[src/hw/rtl/lpm_pkg.sv]
// Shared constants, types and codes for the lunar phase mask pixel block.
`timescale 1ns / 1ps
package lpm_pkg;

    localparam int COORD_BITS = 12;
    localparam int TRIG_BITS  = 16;
    localparam int DIM_BITS   = 13;
    localparam int FRAC_BITS  = 16;
    localparam int CFG_W      = (TRIG_BITS > FRAC_BITS) ? TRIG_BITS : FRAC_BITS;
    localparam int ADDR_W     = 3;

    // doubled offsets from the centre
    localparam int DX_W   = ((COORD_BITS + 1 > DIM_BITS) ? COORD_BITS + 1 : DIM_BITS) + 1;
    localparam int SQ_W   = 2 * DX_W + 1;
    localparam int PROD_W = DX_W + TRIG_BITS;
    localparam int SUM_W  = PROD_W + 1;
    localparam int RSH    = (TRIG_BITS > 16) ? TRIG_BITS - 16 : 0;
    localparam int LSH    = (TRIG_BITS < 16) ? 16 - TRIG_BITS : 0;
    localparam int XR_W   = SUM_W + LSH;
    localparam int WQ_W   = DIM_BITS + 15;
    localparam int RAD_W  = 2 * WQ_W;
    localparam int ROOT_W = WQ_W;
    localparam int REM_W  = ROOT_W + 3;
    localparam int Q_W    = FRAC_BITS + 1;
    localparam int MUL_W  = Q_W + ROOT_W + 1;
    localparam int CMP_W  = XR_W + 16;

    localparam logic [ADDR_W-1:0] CFG_WIDTH  = 3'd0;
    localparam logic [ADDR_W-1:0] CFG_HEIGHT = 3'd1;
    localparam logic [ADDR_W-1:0] CFG_COS    = 3'd2;
    localparam logic [ADDR_W-1:0] CFG_SIN    = 3'd3;
    localparam logic [ADDR_W-1:0] CFG_FRAC   = 3'd4;

    localparam logic [7:0] ALPHA_LIT     = 8'd0;
    localparam logic [7:0] ALPHA_SHADED  = 8'd196;
    localparam logic [7:0] ALPHA_OUTSIDE = 8'd255;

    typedef enum logic [1:0] {
        REGION_OUT   = 2'd0,
        REGION_LIT   = 2'd1,
        REGION_SHADE = 2'd2
    } t_region;

    // one word moving down the square root chain
    typedef struct packed {
        logic                    valid;
        logic                    in_disc;
        logic signed [XR_W-1:0]  xr;
        logic [RAD_W-1:0]        rad;
        logic [REM_W-1:0]        rem;
        logic [ROOT_W-1:0]       root;
    } t_cell;

endpackage

[src/hw/rtl/lpm_sqrt_cell.sv]
// One digit cell of the square root chain: resolves one root bit per word.
`timescale 1ns / 1ps
module lpm_sqrt_cell import lpm_pkg::*; (
    input  logic  i_clk,
    input  logic  i_rst_n,
    input  t_cell i_cell,
    output t_cell o_cell
);

    t_cell             r_cell;
    t_cell             n_cell;
    logic [REM_W-1:0]  w_rem;
    logic [REM_W-1:0]  w_trial;

    assign w_rem   = {i_cell.rem[REM_W-3:0], i_cell.rad[RAD_W-1 -: 2]};
    assign w_trial = REM_W'({i_cell.root, 2'b01});

    always_comb begin
        n_cell     = i_cell;
        n_cell.rad = {i_cell.rad[RAD_W-3:0], 2'b00};
        if (w_rem >= w_trial) begin
            n_cell.rem  = w_rem - w_trial;
            n_cell.root = {i_cell.root[ROOT_W-2:0], 1'b1};
        end else begin
            n_cell.rem  = w_rem;
            n_cell.root = {i_cell.root[ROOT_W-2:0], 1'b0};
        end
    end

    always_ff @(posedge i_clk) begin
        if (!i_rst_n) begin
            r_cell.valid <= 1'b0;
        end else begin
            r_cell.valid <= n_cell.valid;
        end
        r_cell.in_disc <= n_cell.in_disc;
        r_cell.xr      <= n_cell.xr;
        r_cell.rad     <= n_cell.rad;
        r_cell.rem     <= n_cell.rem;
        r_cell.root    <= n_cell.root;
    end

    assign o_cell = r_cell;

endmodule

[config.mk]
export PLATFORM = sky130hd
export DESIGN_NAME = lpm_sqrt_cell
export DESIGN_NICKNAME = d
export VERILOG_FILES = /design/src/hw/rtl/lpm_pkg.sv /design/src/hw/rtl/lpm_sqrt_cell.sv
export SDC_FILE = /design/constraint.sdc
export NUM_CORES = 1
export LEC_CHECK = 0
export BUFFER_PORTS_ARGS = -buffer_cell sky130_fd_sc_hd__buf_4
export CORE_AREA = 2 2 116 118
export CTS_CLUSTER_DIAMETER = 200
export DETAILED_ROUTE_END_ITERATION = 8
export DIE_AREA = 0 0 118 120
export GPL_ROUTABILITY_DRIVEN = 0
export PLACE_DENSITY = 0.75
export SLEW_MARGIN = 20
export SYNTH_ARGS = -nofsm -noshare
export SYNTH_HDL_FRONTEND = slang
export SYNTH_SLANG_ARGS = --single-unit
[constraint.sdc]
create_clock -name i_clk -period 3.55 [get_ports i_clk]
set_clock_uncertainty 0.15 [all_clocks]
set_input_delay 0.355 -clock i_clk [delete_from_list [all_inputs] [get_ports i_clk]]
set_output_delay 0.355 -clock i_clk [all_outputs]
set_load 0.01 [all_outputs]
# Word-level counts from Yosys, hierarchy flattened
# Index checks and enable logic that the tools add are counted.
# classes
n_lt_le_gt_ge	1
n_addsub	1
n_mux	1
# ops
op	count
2-to-1 mux 59 bit	1
greater-or-equal comparator 31 x 30 -> 1 bit	1
subtractor 31 x 30 -> 31 bit	1
# word_totals
regBits	146
word_cells	9
out_inout_bits	148
in_bits	150

# Logic depth before layout (Yosys ltp)
# Gate-level depths: netlist (run 1).
# logic_depth
ltp_word	2
depth_mapped	12
ltp_nobuf	10

# Worst setup path after synthesis (run 1)
# Ideal clock, no wire load.
# synth_path
path_kind	input to register
start	input i_cell[11] (netlist name)
end	register r_cell (netlist bit o_cell[31])
slack_ns	0.936
required_time_ns	3.279
path_buffers	2
setup_ns	0.121
arrival_time_ns	2.343
stages	12
cell_sequence	inv_1 ha_1 buf_4 nand2_2 nor3_1 nand4_1 a211oi_2 a21oi_2 o21ai_2 a31o_4 buf_6 mux2_4
# synth_rtl
item	line	source
start, declared	lpm_sqrt_cell.sv:6	input t_cell i_cell,
end, declared	lpm_sqrt_cell.sv:10	t_cell r_cell;

==> metrics.txt, run 1 <==
# TYPE chip_impl_metric gauge
chip_impl_info{name="run_status",value="completed"} 1
chip_impl_metric{name="seq_total_area_yosys",unit="%"} 55.6
chip_impl_info{name="critical_path.top_delay_family",value="buffers and inverters"} 1
chip_impl_metric{name="area_taken_by_flip_flops_and_latches",unit="sq mm"} 0.00292
chip_impl_metric{name="syn_inst",unit=""} 462
chip_impl_metric{name="fmaxAchievable",unit="MHz"} 301
chip_impl_metric{name="maximum_number_of_pins_on_one_net_before_global_route_repair",unit=""} 18
chip_impl_metric{name="synth_enable_flop_cells",unit=""} 0
chip_impl_metric{name="area_growth_syn_to_layout",unit="%"} 78.7
chip_impl_metric{name="synth_xor_xnor_area_share",unit="%"} 4.33
chip_impl_metric{name="detailedPlacementHpwl",unit="microns"} 13000
chip_impl_info{name="criticalPathCategory",value="in2reg"} 1
chip_impl_metric{name="gr-total-overflow",unit=""} 0
chip_impl_info{name="synth_top_area_cell",value="dfxtp_1"} 1
chip_impl_metric{name="synth_simple_gate_area_share",unit="%"} 7.60
chip_impl_metric{name="postLayoutCoreUtil",unit="%"} 72.3
chip_impl_metric{name="cts_buffer_depth",unit=""} 2
chip_impl_metric{name="fin_ws",unit="ns"} 0.228
chip_impl_metric{name="place_ws",unit="ns"} 0.298
chip_impl_info{name="dominantRegCellSynth",value="dfxtp_1"} 1
chip_impl_metric{name="synth_async_sr_flop_share",unit="%"} 0
chip_impl_metric{name="tritoncts_num_sinks",unit=""} 146
chip_impl_info{name="synth.top_cells.by_count",value="dfxtp_1 (146), inv_1 (39), ha_1 (30)"} 1
chip_impl_metric{name="place_inst",unit=""} 919
chip_impl_info{name="crit_path_start",value="i_cell[11]"} 1
chip_impl_metric{name="timing.critical_path.buf_inv",unit=""} 4
chip_impl_info{name="worstSetupEndpoint",value="o_cell[46]$_DFF_P_"} 1
chip_impl_metric{name="timing.setup.tns",unit="ns"} 0
chip_impl_metric{name="final_hold_slack",unit="ns"} 0.0211
chip_impl_metric{name="drive_gt1_share",unit="%"} 41.7
chip_impl_metric{name="num-fill-cells",unit=""} 879
chip_impl_metric{name="finish.net_count",unit=""} 1062
chip_impl_metric{name="via_count",unit=""} 5118
chip_impl_metric{name="crit_required",unit="ns"} 3.70
chip_impl_metric{name="yosys-mux-area-fraction",unit="%"} 8.03
chip_impl_metric{name="worst-endpoint-arrival",unit="ns"} 3.47
chip_impl_metric{name="cts.reportedPaths.clkPinSlew",unit="ns"} 0.06
chip_impl_metric{name="core_area",unit="sq mm"} 0.0130
chip_impl_metric{name="antenna_violating_nets_post_route",unit=""} 0
chip_impl_metric{name="die_w",unit="microns"} 118
chip_impl_metric{name="timing.max_cap.violations",unit=""} 0
chip_impl_metric{name="drt-pass1-iter-count",unit=""} 4
chip_impl_metric{name="power_per_cell_area",unit="mW/mm^2"} 500
chip_impl_metric{name="wl",unit="microns"} 19600
chip_impl_metric{name="fp.dieH",unit="microns"} 120
chip_impl_info{name="cp-start-kind",value="input port"} 1
chip_impl_info{name="worst_setup_path_end_kind",value="register"} 1
chip_impl_metric{name="antenna_found_initial",unit=""} 2
chip_impl_metric{name="timing.final.crit_period",unit="ns"} 3.32
chip_impl_info{name="synthTopCellsByArea",value="dfxtp_1 (56%), mux2_4 (7.4%), ha_1 (7.1%), xnor2_1 (3.2%), inv_1 (2.8%)"} 1
chip_impl_metric{name="floorplan.initialDensity",unit="%"} 40.5
chip_impl_metric{name="floorplan.rows",unit=""} 42
chip_impl_metric{name="synth-seq-cells",unit=""} 146
chip_impl_metric{name="io-pin-count",unit=""} 298
chip_impl_metric{name="post_synth_instance_area",unit="sq mm"} 0.00525
chip_impl_metric{name="timing.critical_path.depth",unit=""} 13
chip_impl_metric{name="finish_stage_setup_viols",unit=""} 0
chip_impl_metric{name="multi_input_area",unit="sq mm"} 0.00208
chip_impl_metric{name="placedInstanceArea",unit="sq mm"} 0.00760
chip_impl_info{name="synth.most_common_cell",value="dfxtp_1"} 1
chip_impl_metric{name="synth_compound_gate_area_share",unit="%"} 12.3
chip_impl_info{name="crit_chain",value="dlygate4sd3_1 -> buf_4 -> inv_1 -> ha_1 -> nand2_2 -> nor3_1 -> nand4_1 -> a211oi_2 -> a21oi_2 -> o21ai_2 -> a31o_4 -> buf_12 -> mux2_4"} 1
chip_impl_metric{name="flip_flop_count_of_the_largest_register_after_layout",unit=""} 146
chip_impl_metric{name="track_usage",unit="%"} 27.1
chip_impl_metric{name="detail_route.vias_per_cell",unit=""} 4.77
chip_impl_metric{name="final_area",unit="sq mm"} 0.00939
chip_impl_metric{name="synth_top_area_share",unit="%"} 55.6
chip_impl_info{name="ctsRootBufferMaster",value="clkbuf_16"} 1
chip_impl_metric{name="yosys.cell_types.count",unit=""} 53
chip_impl_metric{name="post_synth_fa_ha_maj_area_fraction",unit="%"} 7.14
chip_impl_metric{name="synth.avg_cell_area",unit="sq um"} 11.4
chip_impl_metric{name="fin_crit_sh",unit="%"} 93.6
chip_impl_metric{name="report.final.hold_viol_count",unit=""} 0
chip_impl_metric{name="numCtsBuffers",unit=""} 17
chip_impl_info{name="cp_max_stage_cell",value="dlygate4sd3_1"} 1
chip_impl_metric{name="detailedRoute.firstIterationViolations",unit=""} 244
chip_impl_metric{name="peakVddDrop",unit="uV"} 293
chip_impl_info{name="grt_setup_unrepaired",value="no"} 1
chip_impl_metric{name="timing.critical_path.fanout_max",unit=""} 17
chip_impl_metric{name="vias_in_the_first_global_route",unit=""} 5265
chip_impl_info{name="worstHoldPathType",value="in2reg"} 1
chip_impl_metric{name="buffer_ports.inserted",unit=""} 293
chip_impl_metric{name="grt_first_pass_wirelength",unit="microns"} 29200
chip_impl_metric{name="wl_per_cell",unit="microns"} 18.3
chip_impl_metric{name="timing.final.max_slew_violations",unit=""} 0
chip_impl_metric{name="dieArea",unit="sq mm"} 0.0142
chip_impl_metric{name="synth.yosys.warnings",unit=""} 0
chip_impl_metric{name="final_cells",unit=""} 1072
chip_impl_metric{name="drt_drc_violations_left",unit=""} 0
chip_impl_metric{name="cts_repair_resize_count",unit=""} 0
chip_impl_metric{name="cp_slowest_stage_delay",unit="ns"} 0.56
chip_impl_info{name="tritoncts",value="yes"} 1
chip_impl_metric{name="htree_levels",unit=""} 4
chip_impl_metric{name="power.static_leakage",unit="nW"} 4.61
chip_impl_metric{name="total_power",unit="mW"} 4.70
chip_impl_info{name="dominant_combinational_cell_family_by_area_after_synthesis",value="compound AO/OA/AOI/OAI gates"} 1
==> what timing repair did <==
item | 4_1_cts | 5_1_grt
hold buffers | 116 | 0
endpoints found under the setup margin | 0 | 21
endpoints found under the hold margin | 115 | 0
setup buffers | 0 | 4
==> metal layers <==
metal  vias to the layer above  track usage, %  wire length [microns]
li1                       2419               -                      -
met1                      2408            29.5                   7590
met2                       233            47.1                   9850
met3                        56            8.60                   1340
met4                         2            14.4                    768
met5                         -               0                     13
==> cells by family (layout without fill, tap and decap cells) <==
family	Yosys count	after routing
other	1	3
buffers and inverters	55	487
DFF	146	146
xor gates and xnor gates	26	26
AOI/OAI and AO/OA	94	94
muxes	29	29
and+or+nand+nor	81	81
adders and majority gates	30	30
==> cell type report <==
| class | count | area share, % |
|---|---|---|
| Antenna cell | 1 | 0.0266 |
| Clock buffer | 19 | 4.72 |
| Clock inverter | 13 | 1.61 |
| Multi-Input combinational cell | 262 | 22.1 |
| Timing Repair Buffer | 416 | 36.5 |
| Sequential cell | 146 | 31.1 |
| Inverter | 39 | 1.56 |
| Tap cell | 176 | 2.35 |
==> worst min-delay path by stage <==
stage | cells after the start | from | endpoint | slack, ns
2_1_floorplan | 0 | i_cell[98] | o_cell[100]$_DFF_P_ | 0.23
5_1_grt | 2 | i_cell[30] | o_cell[32]$_DFF_P_ | 0.01
4_1_cts | 2 | i_cell[30] | o_cell[32]$_DFF_P_ | 0.005
6_report | 2 | i_cell[36] | o_cell[38]$_DFF_P_ | 0.02
3_3_place_gp | 1 | i_cell[90] | o_cell[92]$_DFF_P_ | 0.31
3_5_place_dp | 1 | i_cell[129] | o_cell[129]$_DFF_P_ | 0.31
==> power breakdown <==
part	total (mW)	switching [mW]	leakage (nW)	internal, mW
clock network	1.80	0.737	0.282	1.07
logic	1.06	0.459	3.09	0.600
registers	1.83	0.0482	1.23	1.79
total	4.70	1.24	4.61	3.45
==> cell usage in the layout, fill, tap and decap left out, drive strengths merged, types with 12 or more instances in the layout <==
cell type,n
ha,30
a21oi,30
buf,300
a21o,12
clkbuf,19
nor2,18
inv,43
nand2,28
o21ai,19
dlygate4sd3,116
mux2,27
dfxtp,146
xnor2,19
(Power assumes the default switching activity.)
==> inputs of run 2 (changes only) <==
REMOVE_ABC_BUFFERS = 1   (was default)
==> run 2 against run 1 <==
Hold slack got worse by 0.0018 ns. Final area fell by 0.51%. Die area did not move. Final cell count fell by 0.28%. Wire length barely moved. First-iteration DRC count rose by 25%. Clock power fell by 6%. Flip-flop and latch count did not move. Critical path depth did not move. Total power fell by 2.4%. Fmax rose by 0.40%. Non-clock buffer count fell by 3. Critical path type unchanged. Highest routed layer unchanged.
==> metrics.txt, run 2 (same netlist as run 1, synthesis figures left out) <==
# TYPE chip_impl_metric gauge
chip_impl_info{name="run_status",value="completed"} 1
chip_impl_info{name="final_cell_mix",value="buf_4 (296), dfxtp_1 (146), dlygate4sd3_1 (115)"} 1
chip_impl_info{name="worstHoldPathType",value="in2reg"} 1
chip_impl_metric{name="grt_first_pass_wirelength",unit="microns"} 29700
chip_impl_metric{name="crit_required",unit="ns"} 3.69
chip_impl_info{name="cp-start-kind",value="input port"} 1
chip_impl_info{name="ctsRootBufferMaster",value="clkbuf_16"} 1
chip_impl_metric{name="num-fill-cells",unit=""} 891
chip_impl_metric{name="wl",unit="microns"} 19600
chip_impl_metric{name="area_growth_syn_to_layout",unit="%"} 77.8
chip_impl_metric{name="tritoncts_num_sinks",unit=""} 146
chip_impl_metric{name="floorplan.rows",unit=""} 42
chip_impl_metric{name="antenna_found_initial",unit=""} 2
chip_impl_metric{name="place_inst",unit=""} 921
chip_impl_metric{name="power.static_leakage",unit="nW"} 4.58
chip_impl_metric{name="htree_levels",unit=""} 4
chip_impl_info{name="cp_max_stage_cell",value="dlygate4sd3_1"} 1
chip_impl_metric{name="die_w",unit="microns"} 118
chip_impl_metric{name="gr-total-overflow",unit=""} 0
chip_impl_metric{name="area_taken_by_flip_flops_and_latches",unit="sq mm"} 0.00292
chip_impl_metric{name="io-pin-count",unit=""} 298
chip_impl_metric{name="internal-power",unit="mW"} 3.32
chip_impl_metric{name="timing.final.crit_period",unit="ns"} 3.31
chip_impl_info{name="grt_setup_unrepaired",value="no"} 1
chip_impl_info{name="crit_chain",value="dlygate4sd3_1 -> buf_4 -> inv_1 -> ha_1 -> nand3_1 -> nor3_1 -> nand4_1 -> a211oi_2 -> a21oi_2 -> o21ai_2 -> a31o_4 -> buf_4 -> mux2_4"} 1
chip_impl_metric{name="power_per_cell_area",unit="mW/mm^2"} 491
chip_impl_metric{name="maximum_number_of_pins_on_one_net_before_global_route_repair",unit=""} 17
chip_impl_metric{name="flip_flop_count_of_the_largest_register_after_layout",unit=""} 146
chip_impl_metric{name="drt_drc_violations_left",unit=""} 0
chip_impl_info{name="worst_setup_path_end_kind",value="register"} 1
chip_impl_metric{name="netSwitchingFraction",unit="%"} 27.5
chip_impl_metric{name="sequential_share_of_power",unit="%"} 40.0
chip_impl_metric{name="cts.reportedPaths.clkPinSlew",unit="ns"} 0.06
chip_impl_metric{name="fin_crit_sh",unit="%"} 93.2
chip_impl_metric{name="vias_in_the_first_global_route",unit=""} 5343
chip_impl_metric{name="timing.critical_path.fanout_max",unit=""} 12
chip_impl_metric{name="timing.final.max_slew_violations",unit=""} 0
chip_impl_metric{name="finish_stage_setup_viols",unit=""} 0
chip_impl_metric{name="clkPwrFrac",unit="%"} 36.9
chip_impl_metric{name="detailedRoute.firstIterationViolations",unit=""} 305
chip_impl_metric{name="buffer_ports.inserted",unit=""} 293
chip_impl_metric{name="switchingPower",unit="mW"} 1.26
chip_impl_metric{name="fp.dieH",unit="microns"} 120
chip_impl_metric{name="drive_gt1_share",unit="%"} 41.6
chip_impl_metric{name="antenna_violating_nets_post_route",unit=""} 0
chip_impl_info{name="tritoncts",value="yes"} 1
chip_impl_metric{name="detail_route.vias_per_cell",unit=""} 4.75
chip_impl_metric{name="drt-pass1-iter-count",unit=""} 4
chip_impl_metric{name="core_area",unit="sq mm"} 0.0130
chip_impl_metric{name="fmaxAchievable",unit="MHz"} 302
chip_impl_metric{name="worst-endpoint-arrival",unit="ns"} 3.45
chip_impl_metric{name="timing.max_cap.violations",unit=""} 0
chip_impl_metric{name="timing.setup.tns",unit="ns"} 0
chip_impl_info{name="final_common_cell",value="buf_4"} 1
chip_impl_metric{name="p_comb_share",unit="%"} 23.0
chip_impl_metric{name="final_cells",unit=""} 1069
chip_impl_metric{name="cts_buffer_depth",unit=""} 2
chip_impl_metric{name="numCtsBuffers",unit=""} 17
chip_impl_info{name="criticalPathCategory",value="in2reg"} 1
chip_impl_metric{name="finish.net_count",unit=""} 1059
chip_impl_metric{name="peakVddDrop",unit="uV"} 376
chip_impl_metric{name="multi_input_area",unit="sq mm"} 0.00208
chip_impl_metric{name="detailedPlacementHpwl",unit="microns"} 13300
chip_impl_metric{name="dieArea",unit="sq mm"} 0.0142
chip_impl_info{name="critical_path.most_common_cell",value="buf_4"} 1
chip_impl_metric{name="wl_per_cell",unit="microns"} 18.3
chip_impl_metric{name="via_count",unit=""} 5081
chip_impl_metric{name="report.final.hold_viol_count",unit=""} 0
chip_impl_metric{name="cp_slowest_stage_delay",unit="ns"} 0.54
chip_impl_metric{name="track_usage",unit="%"} 27.5
chip_impl_metric{name="floorplan.initialDensity",unit="%"} 40.5
[run 2: path summary, 6_finish.rpt]
path | cells past startpoint | start | endpoint
worst min-delay path | 2 | i_cell[28] | o_cell[30]$_DFF_P_
worst max-delay path | 13 | i_cell[8] | o_cell[41]$_DFF_P_
[run 2: critical path, delay by kind of cell]
kind                     cells  cell delay [ns]
multiplexers                 1             0.30
AND/OR/NAND/NOR              3             0.44
adder cells (fa/ha/maj)      1             0.42
AO/OA/AOI/OAI                4             1.02
buffers and inverters        4             0.91
[run 2: cell type report]
class / count / share of cell area [%]
timing repair buffer: 413 / 36.5
clock inverter: 13 / 1.25
multi-input combinational: 262 / 22.2
inverter: 39 / 1.57
antenna: 1 / 0.0268
clock buffer: 19 / 4.74
sequential: 146 / 31.3
tap: 176 / 2.36
[run 2: timing repair]
item	4_1_cts	5_1_grt
setup buffers	0	0
hold buffers	115	0
endpoints found under the hold margin	114	0
resized for setup	0	0
[run 2: per-stage QoR]
stage	instance area [sq um]	util (%)	worst slack, ns	hold WS, ns	total power, mW
4_1_cts	9340	72.0	0.253	0.00342	4.58
6_report	9340	72.0	0.242	0.0193	4.58
3_5_place_dp	7630	58.8	0.377	0.311	2.80
3_3_place_gp	7630	58.8	0.395	0.310	2.78
5_1_grt	9340	72.0	0.00670	0.00339	4.76
2_1_floorplan	5150	-	0.682	0.233	2.33
[run 2: power by group through the flow]
stage                     combinational, mW  clock (mW)  sequential [mW]
after floorplan                       0.394           0             1.94
after detailed placement              0.932           0             1.86
after global placement                0.920           0             1.86
after global routing                   1.12        1.79             1.85
after CTS                              1.04        1.71             1.83
final                                  1.05        1.69             1.84
[run 2: metal layers]
metal | vias to the layer above | global-route usage, % | share of wire [%]
met2 | 215 | 48.8 | 51
met1 | 2417 | 30.1 | 39
met5 | - | 0 | 0.066
met4 | 2 | 11.1 | 3.2
met3 | 39 | 9.70 | 7.0
li1 | 2408 | - | -
